**src/hdl/indexed_min_heap_defines.svh**
```systemverilog
// ----------------------------------------------------------------------------
// Indexed min-heap assertion macros
// Shared assertion forms used by the heap RTL.
// ----------------------------------------------------------------------------
`ifndef INDEXED_MIN_HEAP_DEFINES_SVH
`define INDEXED_MIN_HEAP_DEFINES_SVH

// Implication checked on every clock edge outside reset.
`define IMH_ASSERT_IMPL(label, clk, rstn, ante, cons, msg) \
    label: assert property (@(posedge clk) disable iff (!rstn) (ante) |-> (cons)) \
        else $error(msg);

// Next-cycle implication checked outside reset.
`define IMH_ASSERT_NEXT(label, clk, rstn, ante, cons, msg) \
    label: assert property (@(posedge clk) disable iff (!rstn) (ante) |=> (cons)) \
        else $error(msg);

`endif

```
**src/hdl/imh_pkg.sv**
```systemverilog
// ----------------------------------------------------------------------------
// Indexed min-heap package
// Sizes, operation and status codes, sequencer states.
// ----------------------------------------------------------------------------
`default_nettype none
package imh_pkg;
    localparam int Capacity  = 64;
    localparam int KeySpace  = 256;
    localparam int PrioWidth = 32;
    localparam int SlotW     = $clog2(Capacity);
    localparam int CountW    = $clog2(Capacity + 1);
    localparam int KeyW      = $clog2(KeySpace);
    localparam int EntryW    = KeyW + PrioWidth;

    typedef logic [2:0] op_t;
    localparam op_t OP_INSERT = 3'd0;
    localparam op_t OP_POPMIN = 3'd1;
    localparam op_t OP_CHANGE = 3'd2;
    localparam op_t OP_DELETE = 3'd3;
    localparam op_t OP_QUERY  = 3'd4;
    localparam op_t OP_PEEK   = 3'd5;

    typedef logic [2:0] status_t;
    localparam status_t ST_OK     = 3'd0;
    localparam status_t ST_FULL   = 3'd1;
    localparam status_t ST_ABSENT = 3'd2;
    localparam status_t ST_DUP    = 3'd3;
    localparam status_t ST_EMPTY  = 3'd4;

    typedef enum logic [3:0] {
        S_IDLE, S_LOOK, S_RDLAST, S_DECIDE,
        S_UPRD, S_UPCMP, S_DNRD, S_DNCMP, S_DNCMP2,
        S_ROOT, S_QRY, S_OUT
    } state_t;
endpackage
`default_nettype wire

```
**src/hdl/indexed_min_heap.sv**
```systemverilog
// Query, peek and refused items walk no level; insert walks up, change and
// delete walk up or down, and pop walks down.
// One item at a time: the next is taken in the idle cycle after the result is
// loaded; a result still waiting holds the walk before its output load.
// After reset a sweep over all 256 keys marks every key absent; no item is taken then.
// ----------------------------------------------------------------------------
// Indexed min-heap
// Binary min-heap of (key, priority) with a key-to-slot table, one op per item.
// ----------------------------------------------------------------------------
`default_nettype none
`include "indexed_min_heap_defines.svh"
module indexed_min_heap (
    input  wire logic        aclk,
    input  wire logic        aresetn,
    input  wire logic        s_tvalid,
    output logic             s_tready,
    // op[2:0], key[10:3], priority_req[42:11], zero fill
    input  wire logic [47:0] s_tdata,
    output logic             m_tvalid,
    input  wire logic        m_tready,
    // min_key[7:0], min_priority[39:8], is_empty[40], key_present[41],
    // key_priority[73:42], count[80:74], status[83:81], zero fill
    output logic [87:0]      m_tdata
);
    localparam int SW = imh_pkg::SlotW;
    localparam int CW = imh_pkg::CountW;
    localparam int KW = imh_pkg::KeyW;
    localparam int PW = imh_pkg::PrioWidth;
    localparam int EW = imh_pkg::EntryW;
    localparam logic [CW-1:0] CapCnt = CW'(imh_pkg::Capacity);

    imh_pkg::state_t state_reg, state_next;

    // Captured item.
    imh_pkg::op_t   op_reg, op_next;
    logic [KW-1:0]  key_reg, key_next;
    logic [PW-1:0]  pri_reg, pri_next;
    // Working registers.
    logic [CW-1:0]  cnt_reg, cnt_next;
    logic [SW-1:0]  idx_reg, idx_next;       // current node of the walk
    logic [SW-1:0]  oth_reg, oth_next;       // parent or chosen child
    logic [EW-1:0]  node_reg, node_next;     // entry moving through the heap
    logic [PW-1:0]  gone_reg, gone_next;     // priority of the replaced entry
    logic [EW-1:0]  lc_reg, lc_next;         // left child held during down step
    imh_pkg::status_t st_reg, st_next;
    logic [87:0]    out_reg, out_next;
    logic           ov_reg, ov_next;
    // Reset sweep over the position table.
    logic           clr_reg, clr_next;
    logic [KW:0]    clr_cnt_reg, clr_cnt_next;

    // Heap memory.
    logic           h_we;
    logic [SW-1:0]  h_wa, h_ra;
    logic [EW-1:0]  h_wd, h_rd;
    // Position table: valid bit above the slot.
    logic           p_we;
    logic [KW-1:0]  p_wa, p_ra;
    logic [SW:0]    p_wd, p_rd;

    imh_ram #(.Width(EW), .Depth(imh_pkg::Capacity)) u_heap (
        .aclk(aclk), .we(h_we), .waddr(h_wa), .wdata(h_wd), .raddr(h_ra), .rdata(h_rd)
    );
    imh_ram #(.Width(SW + 1), .Depth(imh_pkg::KeySpace)) u_pos (
        .aclk(aclk), .we(p_we), .waddr(p_wa), .wdata(p_wd), .raddr(p_ra), .rdata(p_rd)
    );

    logic signed [PW-1:0] rd_pri, node_pri, lc_pri;
    assign rd_pri   = h_rd[EW-1:KW];
    assign node_pri = node_reg[EW-1:KW];
    assign lc_pri   = lc_reg[EW-1:KW];

    // Shared comparator: a >= b, signed.
    logic signed [PW-1:0] cmp_a, cmp_b;
    logic                 cmp_ge;
    assign cmp_ge = (cmp_a >= cmp_b);

    logic [CW:0] lchild;   // 2*idx+1, may exceed count
    assign lchild = {1'b0, idx_reg, 1'b1};

    // Handshake terms for the checks below.
    logic s_acc, m_wait;
    assign s_acc  = s_tvalid && s_tready;
    assign m_wait = m_tvalid && !m_tready;

    always_ff @(posedge aclk) begin
        if (!aresetn) begin
            state_reg   <= imh_pkg::S_IDLE;
            cnt_reg     <= '0;
            ov_reg      <= 1'b0;
            clr_reg     <= 1'b1;
            clr_cnt_reg <= '0;
        end else begin
            state_reg   <= state_next;
            cnt_reg     <= cnt_next;
            ov_reg      <= ov_next;
            clr_reg     <= clr_next;
            clr_cnt_reg <= clr_cnt_next;
        end
        op_reg   <= op_next;
        key_reg  <= key_next;
        pri_reg  <= pri_next;
        idx_reg  <= idx_next;
        oth_reg  <= oth_next;
        node_reg <= node_next;
        gone_reg <= gone_next;
        lc_reg   <= lc_next;
        st_reg   <= st_next;
        out_reg  <= out_next;
    end

    assign s_tready = (state_reg == imh_pkg::S_IDLE) && !clr_reg;
    assign m_tvalid = ov_reg;
    assign m_tdata  = out_reg;

    always_comb begin
        state_next = state_reg;
        op_next = op_reg;  key_next = key_reg;  pri_next = pri_reg;
        cnt_next = cnt_reg; idx_next = idx_reg; oth_next = oth_reg;
        node_next = node_reg; gone_next = gone_reg; lc_next = lc_reg;
        st_next = st_reg; out_next = out_reg; ov_next = ov_reg;
        clr_next = clr_reg; clr_cnt_next = clr_cnt_reg;
        h_we = 1'b0; h_wa = '0; h_wd = node_reg; h_ra = '0;
        p_we = 1'b0; p_wa = key_reg; p_wd = '0; p_ra = key_reg;
        cmp_a = node_pri; cmp_b = rd_pri;

        if (ov_reg && m_tready) begin
            ov_next = 1'b0;
        end

        // Sweep: mark every key absent.
        if (clr_reg) begin
            p_we = 1'b1;
            p_wa = clr_cnt_reg[KW-1:0];
            clr_cnt_next = clr_cnt_reg + 1'b1;
            if (clr_cnt_reg == (KW+1)'(imh_pkg::KeySpace - 1)) begin
                clr_next = 1'b0;
            end
        end

        case (state_reg)
            imh_pkg::S_IDLE: begin
                if (s_tvalid && s_tready) begin
                    op_next   = s_tdata[2:0];
                    key_next  = s_tdata[3 +: KW];
                    pri_next  = s_tdata[11 +: PW];
                    st_next   = imh_pkg::ST_OK;
                    state_next = imh_pkg::S_LOOK;
                end
            end
            imh_pkg::S_LOOK: begin
                // Position read issued; last entry read for pop and delete.
                p_ra = key_reg;
                h_ra = SW'(cnt_reg - 1'b1);
                state_next = imh_pkg::S_RDLAST;
            end
            imh_pkg::S_RDLAST: begin
                // p_rd valid; h_rd holds the last entry.
                node_next = h_rd;
                idx_next  = p_rd[SW-1:0];
                h_ra = p_rd[SW-1:0];
                state_next = imh_pkg::S_DECIDE;
                case (op_reg)
                    imh_pkg::OP_INSERT: begin
                        if (p_rd[SW]) begin
                            st_next = imh_pkg::ST_DUP;
                            state_next = imh_pkg::S_ROOT;
                        end else if (cnt_reg == CW'(imh_pkg::Capacity)) begin
                            st_next = imh_pkg::ST_FULL;
                            state_next = imh_pkg::S_ROOT;
                        end else begin
                            node_next = {pri_reg, key_reg};
                            idx_next  = SW'(cnt_reg);
                            cnt_next  = cnt_reg + 1'b1;
                            state_next = imh_pkg::S_UPRD;
                        end
                    end
                    imh_pkg::OP_POPMIN, imh_pkg::OP_PEEK: begin
                        if (cnt_reg == '0) begin
                            st_next = imh_pkg::ST_EMPTY;
                            state_next = imh_pkg::S_ROOT;
                        end else if (op_reg == imh_pkg::OP_PEEK) begin
                            state_next = imh_pkg::S_ROOT;
                        end else begin
                            h_ra = '0;
                            idx_next = '0;
                        end
                    end
                    imh_pkg::OP_CHANGE, imh_pkg::OP_DELETE, imh_pkg::OP_QUERY: begin
                        if (!p_rd[SW]) begin
                            st_next = imh_pkg::ST_ABSENT;
                            state_next = imh_pkg::S_ROOT;
                        end else if (op_reg == imh_pkg::OP_QUERY) begin
                            state_next = imh_pkg::S_ROOT;
                        end
                    end
                    default: state_next = imh_pkg::S_ROOT;
                endcase
            end
            imh_pkg::S_DECIDE: begin
                // h_rd holds the entry at idx (root for pop).
                gone_next = rd_pri;
                case (op_reg)
                    imh_pkg::OP_POPMIN: begin
                        p_we = 1'b1; p_wa = h_rd[KW-1:0]; p_wd = '0;
                        cnt_next = cnt_reg - 1'b1;
                        state_next = (cnt_reg == CW'(1)) ? imh_pkg::S_ROOT
                                                         : imh_pkg::S_DNRD;
                    end
                    imh_pkg::OP_DELETE: begin
                        p_we = 1'b1; p_wa = h_rd[KW-1:0]; p_wd = '0;
                        cnt_next = cnt_reg - 1'b1;
                        if (idx_reg == SW'(cnt_reg - 1'b1)) begin
                            state_next = imh_pkg::S_ROOT;
                        end else begin
                            cmp_a = node_pri; cmp_b = rd_pri;
                            // moved < gone -> up, else down
                            state_next = cmp_ge ? imh_pkg::S_DNRD : imh_pkg::S_UPRD;
                        end
                    end
                    default: begin
                        // change
                        node_next = {pri_reg, key_reg};
                        cmp_a = pri_reg; cmp_b = rd_pri;
                        if ($signed(pri_reg) == rd_pri) begin
                            node_next = {pri_reg, key_reg};
                            state_next = imh_pkg::S_UPRD;
                        end else begin
                            state_next = cmp_ge ? imh_pkg::S_DNRD : imh_pkg::S_UPRD;
                        end
                    end
                endcase
            end
            imh_pkg::S_UPRD: begin
                // Place node at idx; read parent.
                h_we = 1'b1; h_wa = idx_reg; h_wd = node_reg;
                p_we = 1'b1; p_wa = node_reg[KW-1:0]; p_wd = {1'b1, idx_reg};
                oth_next = SW'((idx_reg - 1'b1) >> 1);
                h_ra = SW'((idx_reg - 1'b1) >> 1);
                if (idx_reg == '0 || (op_reg == imh_pkg::OP_CHANGE
                                       && $signed(pri_reg) == gone_reg)) begin
                    state_next = imh_pkg::S_ROOT;
                end else begin
                    state_next = imh_pkg::S_UPCMP;
                end
            end
            imh_pkg::S_UPCMP: begin
                // parent >= node: move parent down, continue upward.
                cmp_a = rd_pri; cmp_b = node_pri;
                if (cmp_ge) begin
                    h_we = 1'b1; h_wa = idx_reg; h_wd = h_rd;
                    p_we = 1'b1; p_wa = h_rd[KW-1:0]; p_wd = {1'b1, idx_reg};
                    idx_next = oth_reg;
                    state_next = imh_pkg::S_UPRD;
                end else begin
                    state_next = imh_pkg::S_ROOT;
                end
            end
            imh_pkg::S_DNRD: begin
                // Place node at idx; read left child.
                h_we = 1'b1; h_wa = idx_reg; h_wd = node_reg;
                p_we = 1'b1; p_wa = node_reg[KW-1:0]; p_wd = {1'b1, idx_reg};
                h_ra = lchild[SW-1:0];
                if (lchild >= (CW+1)'(cnt_reg)) begin
                    state_next = imh_pkg::S_ROOT;
                end else begin
                    state_next = imh_pkg::S_DNCMP;
                end
            end
            imh_pkg::S_DNCMP: begin
                // Left child in; read the right child slot, used only when it exists.
                lc_next  = h_rd;
                oth_next = lchild[SW-1:0];
                h_ra = SW'(lchild + 1'b1);
                state_next = imh_pkg::S_DNCMP2;
            end
            imh_pkg::S_DNCMP2: begin
                // Pick child (right only if left > right), then compare node.
                logic [EW-1:0] ch;
                logic [SW-1:0] ci;
                ch = lc_reg; ci = oth_reg;
                cmp_a = rd_pri; cmp_b = lc_pri;
                if ((lchild + 1'b1) < (CW+1)'(cnt_reg) && !cmp_ge) begin
                    ch = h_rd; ci = SW'(lchild + 1'b1);
                end
                if ($signed(node_pri) >= $signed(ch[EW-1:KW])) begin
                    h_we = 1'b1; h_wa = idx_reg; h_wd = ch;
                    p_we = 1'b1; p_wa = ch[KW-1:0]; p_wd = {1'b1, idx_reg};
                    idx_next = ci;
                    state_next = imh_pkg::S_DNRD;
                end else begin
                    state_next = imh_pkg::S_ROOT;
                end
            end
            imh_pkg::S_ROOT: begin
                h_ra = '0;
                p_ra = key_reg;
                // Hold while the previous result item still waits.
                if (!ov_reg || m_tready) begin
                    state_next = imh_pkg::S_QRY;
                end
            end
            imh_pkg::S_QRY: begin
                // Root in h_rd; fetch queried slot.
                out_next = '0;
                if (cnt_reg != '0) begin
                    out_next[7:0]  = h_rd[KW-1:0];
                    out_next[39:8] = h_rd[EW-1:KW];
                end
                out_next[40]    = (cnt_reg == '0);
                out_next[41]    = p_rd[SW];
                out_next[80:74] = cnt_reg;
                out_next[83:81] = st_reg;
                h_ra = p_rd[SW-1:0];
                state_next = imh_pkg::S_OUT;
            end
            imh_pkg::S_OUT: begin
                if (out_reg[41]) begin
                    out_next[73:42] = h_rd[EW-1:KW];
                end
                ov_next = 1'b1;
                state_next = imh_pkg::S_IDLE;
            end
            default: state_next = imh_pkg::S_IDLE;
        endcase
    end

    `IMH_ASSERT_NEXT(a_accept, aclk, aresetn, s_acc, state_reg == imh_pkg::S_LOOK, "no lookup")
    `IMH_ASSERT_IMPL(a_count_cap, aclk, aresetn, 1'b1, cnt_reg <= CapCnt, "count over capacity")
    `IMH_ASSERT_NEXT(a_out_hold, aclk, aresetn, m_wait, m_tvalid && $stable(m_tdata), "dropped")
endmodule
`default_nettype wire

```
**src/hdl/imh_ram.sv**
```systemverilog
// ----------------------------------------------------------------------------
// Generic simple dual-port RAM
// One write port, one read port, registered read data.
// ----------------------------------------------------------------------------
`default_nettype none
module imh_ram #(
    parameter int Width = 8,
    parameter int Depth = 16
) (
    input  wire logic                     aclk,
    input  wire logic                     we,
    input  wire logic [$clog2(Depth)-1:0] waddr,
    input  wire logic [Width-1:0]         wdata,
    input  wire logic [$clog2(Depth)-1:0] raddr,
    output logic      [Width-1:0]         rdata
);
    logic [Width-1:0] mem [Depth];

    always_ff @(posedge aclk) begin
        if (we) begin
            mem[waddr] <= wdata;
        end
        rdata <= mem[raddr];
    end
endmodule
`default_nettype wire
```
**config.mk**
```make
export PLATFORM = sky130hd
export DESIGN_NAME = indexed_min_heap
export DESIGN_NICKNAME = d
export VERILOG_FILES = /design/src/hdl/imh_pkg.sv /design/src/hdl/indexed_min_heap.sv /design/src/hdl/imh_ram.sv
export VERILOG_INCLUDE_DIRS = /design/src /design/src/hdl
export SDC_FILE = /design/constraint.sdc
export NUM_CORES = 2
export LEC_CHECK = 0
export ABC_AREA = 1
export CAP_MARGIN = 10
export CORE_MARGIN = 4
export CORE_UTILIZATION = 40
export DETAILED_ROUTE_END_ITERATION = 16
export DONT_BUFFER_PORTS = 1
export SLEW_MARGIN = 5
export SYNTH_ARGS = -nofsm -noshare
export SYNTH_HDL_FRONTEND = slang
export SYNTH_MEMORY_MAX_BITS = 65536
export SYNTH_SLANG_ARGS = --single-unit
```
**constraint.sdc**
```tcl
create_clock -name aclk -period 15.95 [get_ports aclk]
set_clock_uncertainty 0.2 [all_clocks]
set_input_delay 1.595 -clock aclk [delete_from_list [all_inputs] [get_ports aclk]]
set_output_delay 1.595 -clock aclk [all_outputs]
set_load 0.02 [all_outputs]
```
### After elaboration in Yosys (flattened, before gate mapping)

Memories as Yosys holds them, arrays and structs flattened. A register that Yosys moved wholly into a read port is not among the register bits.
Index checks and enable logic that the tools add are counted.

| cells by class | value |
|---|---|
| $lt $le $gt $ge | 4 |
| reductions and logical operators | 33 |
| mux-type cells | 85 |
| $add $sub $neg | 5 |
| equality and inequality tests | 36 |

Operator list:

| cell | count |
|---|---|
| 40-bit 2-to-1 mux | 8 |
| 32-bit one-hot mux with 2 select lines | 3 |
| 40-bit one-hot mux with 2 select lines | 2 |
| 32-bit equality test | 2 |
| 32-bit >= comparator | 2 |
| 32-bit 2-to-1 mux | 2 |
| 6-bit 2-to-1 mux | 10 |
| 4-bit 2-to-1 mux | 14 |
| 4-bit one-hot mux with 11 select lines | 1 |
| 7-bit 2-to-1 mux | 6 |
| 6-bit one-hot mux with 3 select lines | 2 |
| 6-bit one-hot mux with 6 select lines | 1 |
| 8-bit 2-to-1 mux | 4 |
| 8-bit one-hot mux with 4 select lines | 1 |
| 6-bit one-hot mux with 2 select lines | 2 |
| 7-bit one-hot mux with 3 select lines | 1 |
| 2-bit inequality test (second input constant) | 9 |
| 4-bit by 3-bit equality test with 1-bit output (second input constant) | 4 |
| 4-bit equality test (second input constant) | 4 |
| 3-bit 2-to-1 mux | 5 |
| 1-bit 2-to-1 mux | 14 |
| 7-bit one-hot mux with 2 select lines | 1 |
| 4-bit one-hot mux with 3 select lines | 1 |
| 2-bit nonzero test | 5 |
| other kinds (41) | 59 |

| word-level totals | value |
|---|---|
| memories | 2 |
| word-level logic and storage cells | 182 |
| bits of input ports | 52 |
| memory bits (writable) | 4352 |
| flip-flop bits (word level) | 276 |

Memory list:

| memory | words | bits a word | read ports | clocked after memory_dff | write ports | line | RTL |
|---|---|---|---|---|---|---|---|
| u_heap.mem | 64 | 40 | 1 | 1 | 1 | imh_ram.sv:17 | `logic [Width-1:0] mem [Depth];` |
| u_pos.mem | 256 | 7 | 1 | 1 | 1 | imh_ram.sv:17 |  |

### Logic depth before layout (Yosys ltp)

| depth | value |
|---|---|
| word-level depth | 14 |
| depth in mapped cells | 54 |
| gate-level depth less buffers | 51 |

### By module

Synthesis repeated with hierarchy kept, for this count alone.

| unflattened totals | value |
|---|---|
| cells, all modules | 16717 |
| area total of the unflattened synthesis | 193469.3 um^2 |

Modules (own cells, without submodules):

| module | instances | area each (um^2) | sequential area each (um^2) | cells an instance |
|---|---|---|---|---|
| imh_ram at u_heap | 1 | 103131.4 | 77674.5 | 8453 |
| imh_ram at u_pos | 1 | 73269.0 | 53951.7 | 6218 |
| indexed_min_heap | 1 | 17068.9 | 8067.7 | 2046 |

### Worst setup path before layout

No wires, ideal clock.

| path | value |
|---|---|
| kind | flip-flop to flip-flop |
| from | register state_reg[0] |
| to | memory u_heap.mem[1][0] in the netlist's numbering, enable pin |
| path slack | 560 ps |
| arrival | 14753 ps |
| cell stages (with the launch flop) | 40 |
| setup time | 437 ps |
| clock period less this slack | 15390 ps |
| cell sequence | dfxtp_1 nand2_1 nor2_4 inv_2 nor2_1 inv_2 nand2_1 inv_1 clkbuf_1 o221ai_1 ha_1 nand2_1 nor2_2 nand2_1 inv_1 a21oi_1 nand2_1 nand2_1 [... 4 more ...] nand2_1 o21ai_0 ha_1 nand2_1 nor4_1 nand2_1 nand2_1 nand2_1 nand2_1 nand2_1 nand3_2 buf_4 nand2_2 nand2_1 nor2_2 nor2_1 nand2_1 nor2_1 |

| between the ends | value |
|---|---|
| elaborated cells between the ends (all ways) | 23 |
| those cells by class | order compare: 2; eq/ne: 5; mux: 12; reduce/logical: 4 |

RTL lines:

| what | line | RTL |
|---|---|---|
| start: declaration | indexed_min_heap.sv:32 | `imh_pkg::state_t state_reg, state_next;` |
| start signal: assignment | indexed_min_heap.sv:88 | `state_reg <= imh_pkg::S_IDLE;` |
| start signal: assignment | indexed_min_heap.sv:94 | `state_reg <= state_next;` |
| 4-bit equality test / 4-bit by 3-bit equality test with 1-bit output (equally long branches) | indexed_min_heap.sv:141 | `case (state_reg)` |
| 2-bit OR reduction (no source line) | n/a |  |
| 32-bit one-hot mux with 2 select lines | indexed_min_heap.sv:141 |  |
| 32-bit >= comparator | indexed_min_heap.sv:76 | `assign cmp_ge = (cmp_a >= cmp_b);` |
| 1-bit logical NOT | indexed_min_heap.sv:283 | `if ((lchild + 1'b1) < (CW+1)'(cnt_reg) && !cmp_ge) begin` |
| 1-bit logical AND | indexed_min_heap.sv:283 |  |
| 40-bit 2-to-1 mux | indexed_min_heap.sv:283 |  |
| 40-bit 2-to-1 mux | indexed_min_heap.sv:141 |  |
| 32-bit >= comparator | indexed_min_heap.sv:286 | `if ($signed(node_pri) >= $signed(ch[EW-1:KW])) begin` |
| 6-bit 2-to-1 mux | indexed_min_heap.sv:286 |  |
| 6-bit one-hot mux with 3 select lines * | indexed_min_heap.sv:141 |  |
| named net h_wa[0] | indexed_min_heap.sv:54 | `logic [SW-1:0] h_wa, h_ra;` |
| end: declaration | imh_ram.sv:17 |  |

Mark *: on every way through the listed nets, which the timed path passes. The rest lies on a longest branch. The select of a mux whose other input is x is not followed.

### Final worst setup path

| path | value |
|---|---|
| from | register state_reg[0] |
| to | memory u_heap.mem[32][12] in the netlist's numbering, enable pin |

Same word-level chain as after synthesis.

==> flow_metrics.py <==
metrics = {
    "grt": {
        "grt_pass1_vias": 115000,
        "gr-total-overflow": 0,
        "antenna_found_initial": 53,
        "grt_use_total": 0.219,
        "grt_max_degree": 257,
        "grt_first_pass_wirelength_mm": 808,
    },
    "logic_synthesis": {
        "syn_area_sq_mm": 0.192,
        "synth-simple-area-share": 0.116,
        "synth_fa_ha_area_frac": 0.00541,
        "synth_compound_area_frac": 0.116,
        "async_flop_share": 0,
        "synth.area.mux_share": 0,
        "ys_ff_latch": 4675,
        "synth_top_family_by_area": "simple AND/OR/NAND/NOR gates",
        "yosysSeqAreaShare": 0.728,
        "synth_edf_count": 4606,
        "synth_xor_area_frac": 0.00237,
        "synthCells": 14600,
        "synth.distinct_cells": 64,
        "synth_ff_type": "edfxtp_1",
        "avgSynthCellArea_sq_um": 13.1,
        "yosysWarningCount": 0,
    },
    "cts": {
        "ctsHoldBuffers": 0,
        "cts_buffers": 460,
        "root_buffer": "clkbuf_16",
        "cts.sinks": 4675,
        "clkLatencyLatePin_ns": 1.06,
        "cts_max_level": 5,
        "cts.repair.resized": 0,
        "clk_pin_slew_ns": 0.06,
        "postCtsSetupBuffers": 0,
        "clock_path_buffers": 4,
        "cts_tree": "built",
    },
    "placement": {
        "routabilityCongestion": 0.922,
        "port-buffer-count": 0,
        "hpwl_mm": 316,
    },
    "layout": {
        "regMostFlops": "u_heap.mem",
        "drive_above_1_share": 0.142,
        "layout_common_cells": "edfxtp_1 (4606), nor2_1 (1702), o21ai_0 (1371), o211ai_1 (1306), nand3_1 (1170)",
        "largest_reg_flops": 2560,
        "layout.nets": 14500,
        "utilization": 0.447,
        "area_growth_pct": 11.4,
        "final_common_cell": "edfxtp_1",
    },
    "job": {
        "maxCapViolations": 0,
    },
    "sta": {
        "post-route-period-util": 0.825,
        "max_freq_mhz": 76.0,
        "finalWorstPathRequiredPeriod_ns": 13.16,
        "worstMarginPinSlew_ns": 1.27,
        "rsz0062_at_grt": "no",
        "finalSetupViolCount": 0,
        "hold_viol": 0,
        "slew_headroom": 0.151,
        "setup_tns_ns": 0,
        "slew_violations": 0,
    },
    "worst_setup_path": {
        "crit_fanout": 66,
        "slowest_stage": "nor2_4",
        "crit_arrival_ns": 13.63,
        "slowest_delay_ns": 0.77,
        "start_kind": "flip-flop",
        "path_common_cell": "nand2_1",
        "crit_type": "reg2reg",
        "required_ns": 16.42,
        "end_kind": "flip-flop",
    },
    "floorplan": {
        "dieArea_sq_mm": 0.491,
        "die_y_um": 701,
        "initial_core_util": 0.401,
        "rows": 254,
        "io_pins": 142,
        "core-area_sq_mm": 0.478,
        "fp.dieW_um": 701,
    },
    "detailed_routing": {
        "firstDrtPassIters": 6,
        "drt_first_iter_violations": 15600,
        "routed_via_density": 5.78,
        "totalWireLength_mm": 558,
        "drc_errors": 0,
        "ant_nets": 0,
        "wire_per_inst_um": 26.4,
        "vias": 122000,
    },
    "worst_hold_path": {
        "hold_class": "reg2reg",
    },
    "pwr": {
        "powerDensity_mw_per_mm2": 112,
        "total_power_uw": 23900,
        "leakage_uw": 0.0680,
        "vdd_drop_max_v": 0.0000976,
    },
    "run_status": {
        "status": "completed",
    },
}
-- where the power goes --
| group | internal, uW | total (uW) | switching, uW |
|---|---|---|---|
| Sequential | 13300 | 13300 | 1.99 |
| Combinational | 6.22 | 46.3 | 40.1 |
| Clock | 5890 | 10600 | 4700 |
| Total | 19200 | 23900 | 4750 |
-- cell type report --
cell class | instances | area (sq um)
Fill cell | 42500 | 264000
Sequential cell | 4675 | 140000
Multi-Input combinational cell | 8401 | 47200
Clock buffer | 572 | 12200
Tap cell | 6400 | 8010
Clock inverter | 274 | 2380
Timing Repair Buffer | 268 | 2260
Inverter | 515 | 1990
Antenna cell | 29 | 72.6
-- through the flow --
| stage | cell area, sq um | std cells | worst slack (ns) | hold slack [ns] |
|---|---|---|---|---|
| after floorplan | 192000 | 14600 | 0.560 | 0.200 |
| after global placement | 199000 | 20300 | 3.04 | 0.210 |
| after detailed placement | 199000 | 20300 | 3.06 | 0.208 |
| after CTS | 214000 | 21100 | 3.03 | 0.223 |
| after global routing | 214000 | 21100 | 2.22 | 0.237 |
| final | 214000 | 21100 | 2.79 | 0.220 |
-- cell usage after synthesis, drive strengths merged, types with 21 or more instances --
library cell | count | area (sq um)
clkbuf | 800 | 3000
dfxtp | 69 | 1380
o22ai | 571 | 3570
o21ai | 1375 | 6890
o221ai | 81 | 709
nor2 | 1799 | 6910
nand3 | 1198 | 6200
or2 | 936 | 5860
o211ai | 1306 | 9800
buf | 254 | 1360
nand4 | 21 | 144
o32ai | 21 | 184
a21oi | 104 | 554
nand2 | 754 | 2920
inv | 508 | 1910
xnor2 | 32 | 280
ha | 83 | 1040
edfxtp | 4606 | 138000
-- logic make-up (layout without fill, tap and decap cells) --
family,count (synthesis),in the layout
adders and majority gates,83,83
AOI/OAI and AO/OA,3517,3517
xor gates and xnor gates,52,52
DFF,4675,4675
other,1,33
and+or+nand+nor,4745,4745
buffers and inverters,1569,1629
-- metal layers --
metal  part of all wire  track usage
met5            0.00026            0
met4              0.035       0.0723
met3              0.094       0.0442
met2               0.44        0.330
met1               0.43        0.318
-- worst paths after layout --
| kind | start | to | slack [ns] | cells after the start |
|---|---|---|---|---|
| min reg2reg | st_reg[0] | m_tdata[81] | 0.22 | 0 |
| max reg2reg | state_reg[0] | u_heap.mem[32][12] | 2.79 | 42 |
| min | st_reg[0] | m_tdata[81] | 0.22 | 0 |
| max | state_reg[0] | u_heap.mem[32][12] | 2.79 | 42 |
-- worst max-delay path: cells and delay by family (launching register included) --
family,cells,cell delay [ns]
simple gates,26,7.05
buf+inv,12,3.80
fa+ha+maj,2,0.72
compound gates,2,0.52
flops,1,0.42
Power figures use the tool's default switching activity.
